$ cat src/hdl/ile_pkg.sv
// ============================================================================
// Indexed list engine package
// Shared constants, request codes and transaction types for the list engine.
// ============================================================================
package ile_pkg;

    // Store geometry.
    localparam int CAPACITY = 1024;
    localparam int IDX_W    = $clog2(CAPACITY);
    localparam int CNT_W    = $clog2(CAPACITY + 1);
    localparam int DATA_W   = 32;

    // Request codes.
    localparam logic [2:0] REQ_GET    = 3'd0;
    localparam logic [2:0] REQ_SET    = 3'd1;
    localparam logic [2:0] REQ_APPEND = 3'd2;
    localparam logic [2:0] REQ_INSERT = 3'd3;
    localparam logic [2:0] REQ_REMOVE = 3'd4;

    // Status codes.
    localparam logic [1:0] ST_OK    = 2'd0;
    localparam logic [1:0] ST_RANGE = 2'd1;
    localparam logic [1:0] ST_FULL  = 2'd2;

    // Request transaction.
    typedef struct packed {
        logic [2:0]         req_type;
        logic [9:0]         position;
        logic signed [31:0] new_value;
    } t_req;

    // Result transaction.
    typedef struct packed {
        logic signed [31:0] read_value;
        logic [1:0]         status;
        logic [10:0]        count;
    } t_rsp;

    // Store access command from the sequencer.
    typedef struct packed {
        logic              we;
        logic [IDX_W-1:0]  waddr;
        logic [DATA_W-1:0] wdata;
        logic [IDX_W-1:0]  raddr;
    } t_ram_cmd;

endpackage

$ cat src/hdl/ile_seq.sv
// ============================================================================
// List sequencer
// Decodes requests, keeps the entry count and moves entries one per cycle.
// ============================================================================
module ile_seq (
    input  logic               i_clk,
    input  logic               i_rst_n,
    input  logic               i_valid,
    output logic               o_stall,
    input  ile_pkg::t_req      i_req,
    output ile_pkg::t_ram_cmd  o_ram,
    input  logic [ile_pkg::DATA_W-1:0] i_rdata,
    output logic               o_res_valid,
    output ile_pkg::t_rsp      o_res,
    input  logic               i_res_take
);

    typedef enum logic [2:0] {
        S_IDLE,
        S_RD,
        S_UP,
        S_DN,
        S_RESP
    } t_state;

    t_state r_state, n_state;
    logic [ile_pkg::CNT_W-1:0]  r_count, n_count;
    logic [ile_pkg::IDX_W-1:0]  r_pos, n_pos;
    logic [ile_pkg::IDX_W-1:0]  r_wr_addr, n_wr_addr;
    logic [ile_pkg::DATA_W-1:0] r_val, n_val;
    logic [ile_pkg::DATA_W-1:0] r_rd, n_rd;
    logic [1:0]                 r_status, n_status;
    logic                       r_remove, n_remove;
    logic                       in_range;
    logic                       full;

    assign in_range = ile_pkg::CNT_W'(i_req.position) < r_count;
    assign full     = r_count >= ile_pkg::CNT_W'(ile_pkg::CAPACITY);
    assign o_stall  = (r_state != S_IDLE);

    // Next-state logic and store commands.
    always_comb begin
        n_state   = r_state;
        n_count   = r_count;
        n_pos     = r_pos;
        n_wr_addr = r_wr_addr;
        n_val     = r_val;
        n_rd      = r_rd;
        n_status  = r_status;
        n_remove  = r_remove;
        o_ram.we    = 1'b0;
        o_ram.waddr = r_wr_addr;
        o_ram.wdata = i_rdata;
        o_ram.raddr = r_wr_addr;

        case (r_state)
            S_IDLE: begin
                if (i_valid) begin
                    n_pos    = i_req.position;
                    n_val    = i_req.new_value;
                    n_rd     = '0;
                    n_status = ile_pkg::ST_OK;
                    n_remove = 1'b0;
                    n_state  = S_RESP;
                    case (i_req.req_type)
                        ile_pkg::REQ_GET: begin
                            if (in_range) begin
                                o_ram.raddr = i_req.position;
                                n_state     = S_RD;
                            end else begin
                                n_status = ile_pkg::ST_RANGE;
                            end
                        end
                        ile_pkg::REQ_SET: begin
                            if (in_range) begin
                                o_ram.we    = 1'b1;
                                o_ram.waddr = i_req.position;
                                o_ram.wdata = i_req.new_value;
                            end else begin
                                n_status = ile_pkg::ST_RANGE;
                            end
                        end
                        ile_pkg::REQ_APPEND: begin
                            if (full) begin
                                n_status = ile_pkg::ST_FULL;
                            end else begin
                                o_ram.we    = 1'b1;
                                o_ram.waddr = r_count[ile_pkg::IDX_W-1:0];
                                o_ram.wdata = i_req.new_value;
                                n_count     = r_count + 1'b1;
                            end
                        end
                        ile_pkg::REQ_INSERT: begin
                            if (!in_range) begin
                                n_status = ile_pkg::ST_RANGE;
                            end else if (full) begin
                                n_status = ile_pkg::ST_FULL;
                            end else begin
                                // Start moving from the top entry downwards.
                                o_ram.raddr = ile_pkg::IDX_W'(r_count - 1'b1);
                                n_wr_addr   = r_count[ile_pkg::IDX_W-1:0];
                                n_state     = S_UP;
                            end
                        end
                        ile_pkg::REQ_REMOVE: begin
                            if (in_range) begin
                                o_ram.raddr = i_req.position;
                                n_remove    = 1'b1;
                                n_state     = S_RD;
                            end else begin
                                n_status = ile_pkg::ST_RANGE;
                            end
                        end
                        default: begin
                            n_status = ile_pkg::ST_OK;
                        end
                    endcase
                end
            end

            S_RD: begin
                // The addressed entry is now on the read port.
                n_rd = i_rdata;
                if (!r_remove) begin
                    n_state = S_RESP;
                end else begin
                    o_ram.raddr = r_pos + 1'b1;
                    n_wr_addr   = r_pos;
                    if (ile_pkg::CNT_W'(r_pos) + 1'b1 == r_count) begin
                        n_count = r_count - 1'b1;
                        n_state = S_RESP;
                    end else begin
                        n_state = S_DN;
                    end
                end
            end

            S_DN: begin
                // Pull the next entry down by one place.
                o_ram.we    = 1'b1;
                o_ram.raddr = r_wr_addr + ile_pkg::IDX_W'(2);
                n_wr_addr   = r_wr_addr + 1'b1;
                if (ile_pkg::CNT_W'(r_wr_addr) + ile_pkg::CNT_W'(2) == r_count) begin
                    n_count = r_count - 1'b1;
                    n_state = S_RESP;
                end
            end

            S_UP: begin
                // Push entries up by one place; the new value lands last.
                o_ram.we    = 1'b1;
                o_ram.raddr = r_wr_addr - ile_pkg::IDX_W'(2);
                n_wr_addr   = r_wr_addr - 1'b1;
                if (r_wr_addr == r_pos) begin
                    o_ram.wdata = r_val;
                    n_count     = r_count + 1'b1;
                    n_state     = S_RESP;
                end
            end

            S_RESP: begin
                if (i_res_take) begin
                    n_state = S_IDLE;
                end
            end

            default: begin
                n_state = S_IDLE;
            end
        endcase
    end

    // State, count and working registers.
    always_ff @(posedge i_clk) begin
        if (!i_rst_n) begin
            r_state <= S_IDLE;
            r_count <= '0;
        end else begin
            r_state <= n_state;
            r_count <= n_count;
        end
        r_pos     <= n_pos;
        r_wr_addr <= n_wr_addr;
        r_val     <= n_val;
        r_rd      <= n_rd;
        r_status  <= n_status;
        r_remove  <= n_remove;
    end

    assign o_res_valid      = (r_state == S_RESP);
    assign o_res.read_value = r_rd;
    assign o_res.status     = r_status;
    assign o_res.count      = r_count;

    // The list never holds more than the store can.
    a_count_cap: assert property (@(posedge i_clk) disable iff (!i_rst_n)
        r_count <= ile_pkg::CNT_W'(ile_pkg::CAPACITY))
        else $error("entry count beyond capacity");

    // The count moves by at most one per cycle.
    a_count_step: assert property (@(posedge i_clk) disable iff (!i_rst_n)
        1'b1 |=> (r_count == $past(r_count) || r_count == $past(r_count) + 1'b1 ||
                  r_count == $past(r_count) - 1'b1))
        else $error("entry count jumped");

    // Shifting up never writes below the insert position.
    a_up_bound: assert property (@(posedge i_clk) disable iff (!i_rst_n)
        r_state == S_UP |-> r_wr_addr >= r_pos)
        else $error("insert shift passed its position");

    // Shifting down stays inside the held entries.
    a_dn_bound: assert property (@(posedge i_clk) disable iff (!i_rst_n)
        r_state == S_DN |-> ile_pkg::CNT_W'(r_wr_addr) + 1'b1 < r_count)
        else $error("remove shift beyond the list");

endmodule

$ cat config.mk
export PLATFORM = sky130hd
export DESIGN_NAME = ile_seq
export DESIGN_NICKNAME = d
export VERILOG_FILES = /design/src/hdl/ile_pkg.sv /design/src/hdl/ile_seq.sv
export SDC_FILE = /design/constraint.sdc
export NUM_CORES = 1
export LEC_CHECK = 0
export BUFFER_PORTS_ARGS = -buffer_cell sky130_fd_sc_hd__buf_2
export CORE_MARGIN = 5
export CORE_UTILIZATION = 45
export DETAILED_ROUTE_END_ITERATION = 16
export PLACE_DENSITY = 0.76
export SLEW_MARGIN = 40
export SYNTH_ARGS = -nofsm -noshare
export SYNTH_HDL_FRONTEND = slang
export SYNTH_SLANG_ARGS = --single-unit
$ cat constraint.sdc
create_clock -name i_clk -period 4 [get_ports i_clk]
set_input_delay 0.4 -clock i_clk [delete_from_list [all_inputs] [get_ports i_clk]]
set_output_delay 0.4 -clock i_clk [all_outputs]
set_load 0.03 [all_outputs]
==> flow_summary.yaml <==
global_route:
  grtUsageTotal_pct: 25.9
  grt_start_max_net_pins: 45
  antenna_found_initial: 1
  grt_pass1_wl_mm: 37.6
  vias_in_the_first_global_route: 6773
  grt-ovfl-total: 0
worst_setup_path:
  rr_worst_depth: 9
  cpPeakStageDelay_ns: 0.35
  critPathMostFrequentCell: "sky130_fd_sc_hd__a21oi_1"
  worst_setup_path_startpoint: "r_count[4]"
  worstPathCellList: "inv_1 -> ha_1 -> a21o_1 -> a21o_1 -> a21oi_1 -> o21ai_1 -> a21oi_1 -> buf_4 -> a21oi_1 -> nor2_2 -> buf_4 -> a221o_1 -> buf_2"
  worst_setup_path_start_kind: "register"
  reg2reg_slack_ns: 0.60
  reg2reg_from: "r_wr_addr[2]"
  critical_path_required_ns: 3.60
  critPathSlowestCell: "sky130_fd_sc_hd__buf_4"
  cp_max_fo: 31
  arrival_ns: 3.33
  end_kind: "primary output"
  rr_endpoint: "r_count[2]"
  timing_worst_setup_path_type: "reg2out"
floorplanning:
  die-area_mm2: 0.0183
  std_cell_rows: 45
  io_pins: 181
  dieWidth_um: 135
  start_util_pct: 46.2
  die_y_um: 135
  core_area_mm2: 0.0153
sta:
  fin_skew_ns: 0.00844
  relative_max_transition_margin_pct: 44.6
  grt_setup_unrepaired: "false"
  final-hold-violation-count: 0
  timing.setup.tns_ns: 0
  timing.final.crit_period_ns: 3.73
  timing.fmax_ghz: 0.268
  layout_worst_path_cycle_share_pct: 93.2
  slew_worst_pin_ns: 0.828
  maxSlewViolCount: 0
  report.final.setup_viol: 0
power:
  power.ir.vdd_worst_mv: 0.265
  p_leak_nw: 3.63
  power.density_mw_per_mm2: 349
place:
  io_buffers: 180
  dp_hpwl_mm: 18.1
  placed_cells_incl_taps: 1104
  finalWeightedCongestion: 1.02
synth:
  share_of_synthesized_area_occupied_by_flip_flops_and_latches_pct: 40.8
  synth_cells: 750
  syn_area_mm2: 0.00708
  ys.warnings.count: 0
  proportion_of_register_bits_with_asynchronous_set_or_reset_after_synthesis_pct: 0
  postSynth.topFlopCell: "sky130_fd_sc_hd__edfxtp_1"
  synth-seq-cells: 101
  yosysUniqueCellTypes: 64
  number_of_enable_flip_flop_cells_after_synthesis: 87
  syn_nets: 854
  postSynthAreaPerCell_um2: 9.44
outcome:
  outcome: "finished, final reports clean"
hold_path:
  min_path_type: "in2reg"
  hold-path-cell-count: 1
  hp-start: "i_req[29]"
  hold_path_end: "r_val[29]"
route:
  drt_pass1_iterations: 7
  post_drt_wl_per_cell_um: 22.0
  dr_total_vias: 7180
  route.antenna.remaining_nets: 0
  final_wirelength_mm: 24.7
  via_per_inst: 6.40
  detail_route.iter0.violations: 934
  remaining_drc_errors: 0
clocking:
  insertion_delay_ns: 0.36
  cts-buffers-inserted: 9
  max-clock-path-buffers: 2
  cts.root.buffer_cell: "sky130_fd_sc_hd__clkbuf_16"
  cts.clk_slew.worst_paths_ns: 0.08
  numClockSinks: 101
  h-tree-depth: 3
  cts_tree: "yes"
cells_and_area:
  layoutNonFillerInstCount: 1121
  multi_input_comb_area_mm2: 0.00382
  syn_to_final_growth_pct: 20.7
  sequential_cell_area_mm2: 0.00289
  mostFrequentLayoutCell: "sky130_fd_sc_hd__buf_2"
  num-fill-cells: 1430
  drive_above_1_share_pct: 27.0
  nets: 1008
  most-common-layout-cells: "sky130_fd_sc_hd__buf_2, sky130_fd_sc_hd__edfxtp_1, sky130_fd_sc_hd__and3_1"
flow_run:
  timing.max_cap.violations: 0
[final cells by class]
type	instances	share of cell area, %
inverter	26	1.14
timing repair buffer	214	13.5
sequential	101	33.9
antenna	1	0.0293
clock buffer	9	2.64
tap	211	3.09
clock inverter	7	1.01
multi-input combinational	552	44.7
[where the power goes]
part	switching (mW)	leakage (nW)	total, mW	internal [mW]
Clock	0.464	0.151	0.916	0.452
Sequential	0.0495	0.960	1.28	1.23
Combinational	0.525	2.52	0.788	0.262
[synth_stat cells, types with 6 or more instances]
library cell,number,area [µm²]
sky130_fd_sc_hd__and3_1,75,469
sky130_fd_sc_hd__ha_1,21,263
sky130_fd_sc_hd__a21o_1,8,60.1
sky130_fd_sc_hd__a221o_1,34,340
sky130_fd_sc_hd__dfxtp_1,14,280
sky130_fd_sc_hd__nor4_1,6,37.5
sky130_fd_sc_hd__xor2_1,16,140
sky130_fd_sc_hd__nor3_1,13,65.1
sky130_fd_sc_hd__nand2_1,39,146
sky130_fd_sc_hd__edfxtp_1,87,2610
sky130_fd_sc_hd__nor2_1,38,143
sky130_fd_sc_hd__nand3_1,13,65.1
sky130_fd_sc_hd__or3_1,11,68.8
sky130_fd_sc_hd__inv_1,24,90.1
sky130_fd_sc_hd__o21ai_0,48,240
sky130_fd_sc_hd__a221oi_1,10,87.6
sky130_fd_sc_hd__o22ai_1,16,100
sky130_fd_sc_hd__a22oi_1,16,120
sky130_fd_sc_hd__buf_2,16,80.1
sky130_fd_sc_hd__o221ai_1,7,61.3
sky130_fd_sc_hd__nand4_1,16,100
sky130_fd_sc_hd__a21oi_1,40,200
sky130_fd_sc_hd__clkbuf_1,51,191
sky130_fd_sc_hd__xnor2_1,42,368
[per-stage QoR]
stage | power, mW | area, µm² | setup slack [ns] | hold WS (ns) | util (%)
floorplan | 1.81 | 7080 | 0.453 | 0.499 | -
global placement | 2.07 | 8220 | 0.514 | 0.597 | 53.7
detailed placement | 2.07 | 8220 | 0.594 | 0.595 | 53.7
CTS | 2.98 | 8530 | 0.199 | 0.221 | 55.7
global route | 3.09 | 8540 | 0.0390 | 0.217 | 55.8
finish | 2.98 | 8540 | 0.271 | 0.222 | 55.8
[how the worst max path moves through the flow]
stage | slack [ns] | end | cells past startpoint
after floorplan | 0.45 | o_ram[8] | 14
after global placement | 0.51 | o_ram[18] | 11
after detailed placement | 0.59 | o_ram[8] | 13
after CTS | 0.20 | o_ram[8] | 13
after global routing | 0.04 | o_ram[19] | 13
final | 0.27 | o_ram[19] | 13
[cell families after synthesis]
logic type	synth area share (%)
buffers and inverters	5.55
DFF	40.8
xor gates and xnor gates	7.17
AOI/OAI and AO/OA	23.6
and+or+nand+nor	18.0
adders and majority gates	4.28
muxes	0.565
[critical path: cells and delay by family (launching register included)]
family / cells / cell delay, ns
AO/OA/AOI/OAI: 7 / 1.25
buffers and inverters: 4 / 0.85
flip-flops: 1 / 0.33
adder cells (fa/ha/maj): 1 / 0.31
AND/OR/NAND/NOR: 1 / 0.21
[flip-flops by register name, indices dropped and copies added, names as in the netlist]
| name | count |
|---|---|
| r_count | 11 |
| r_wr_addr | 10 |
| r_pos | 10 |
| r_rd | 32 |
| r_state | 3 |
| r_remove | 1 |
| r_val | 32 |
| r_status | 2 |
[layer usage]
| layer | vias to the layer above | GRT usage, % | routed length, µm |
|---|---|---|---|
| li1 | 3204 | - | - |
| met1 | 3393 | 33.4 | 9630 |
| met2 | 491 | 41.5 | 11400 |
| met3 | 92 | 5.98 | 2600 |
| met4 | 0 | 11.9 | 1090 |
| met5 | - | 0 | 0 |
[repair_timing]
action | CTS | global route
setup buffers | 0 | 0
hold buffers | 0 | 0
resized for setup | 0 | 3
setup endpoints to repair | 0 | 3
(Power assumes the default switching activity.)
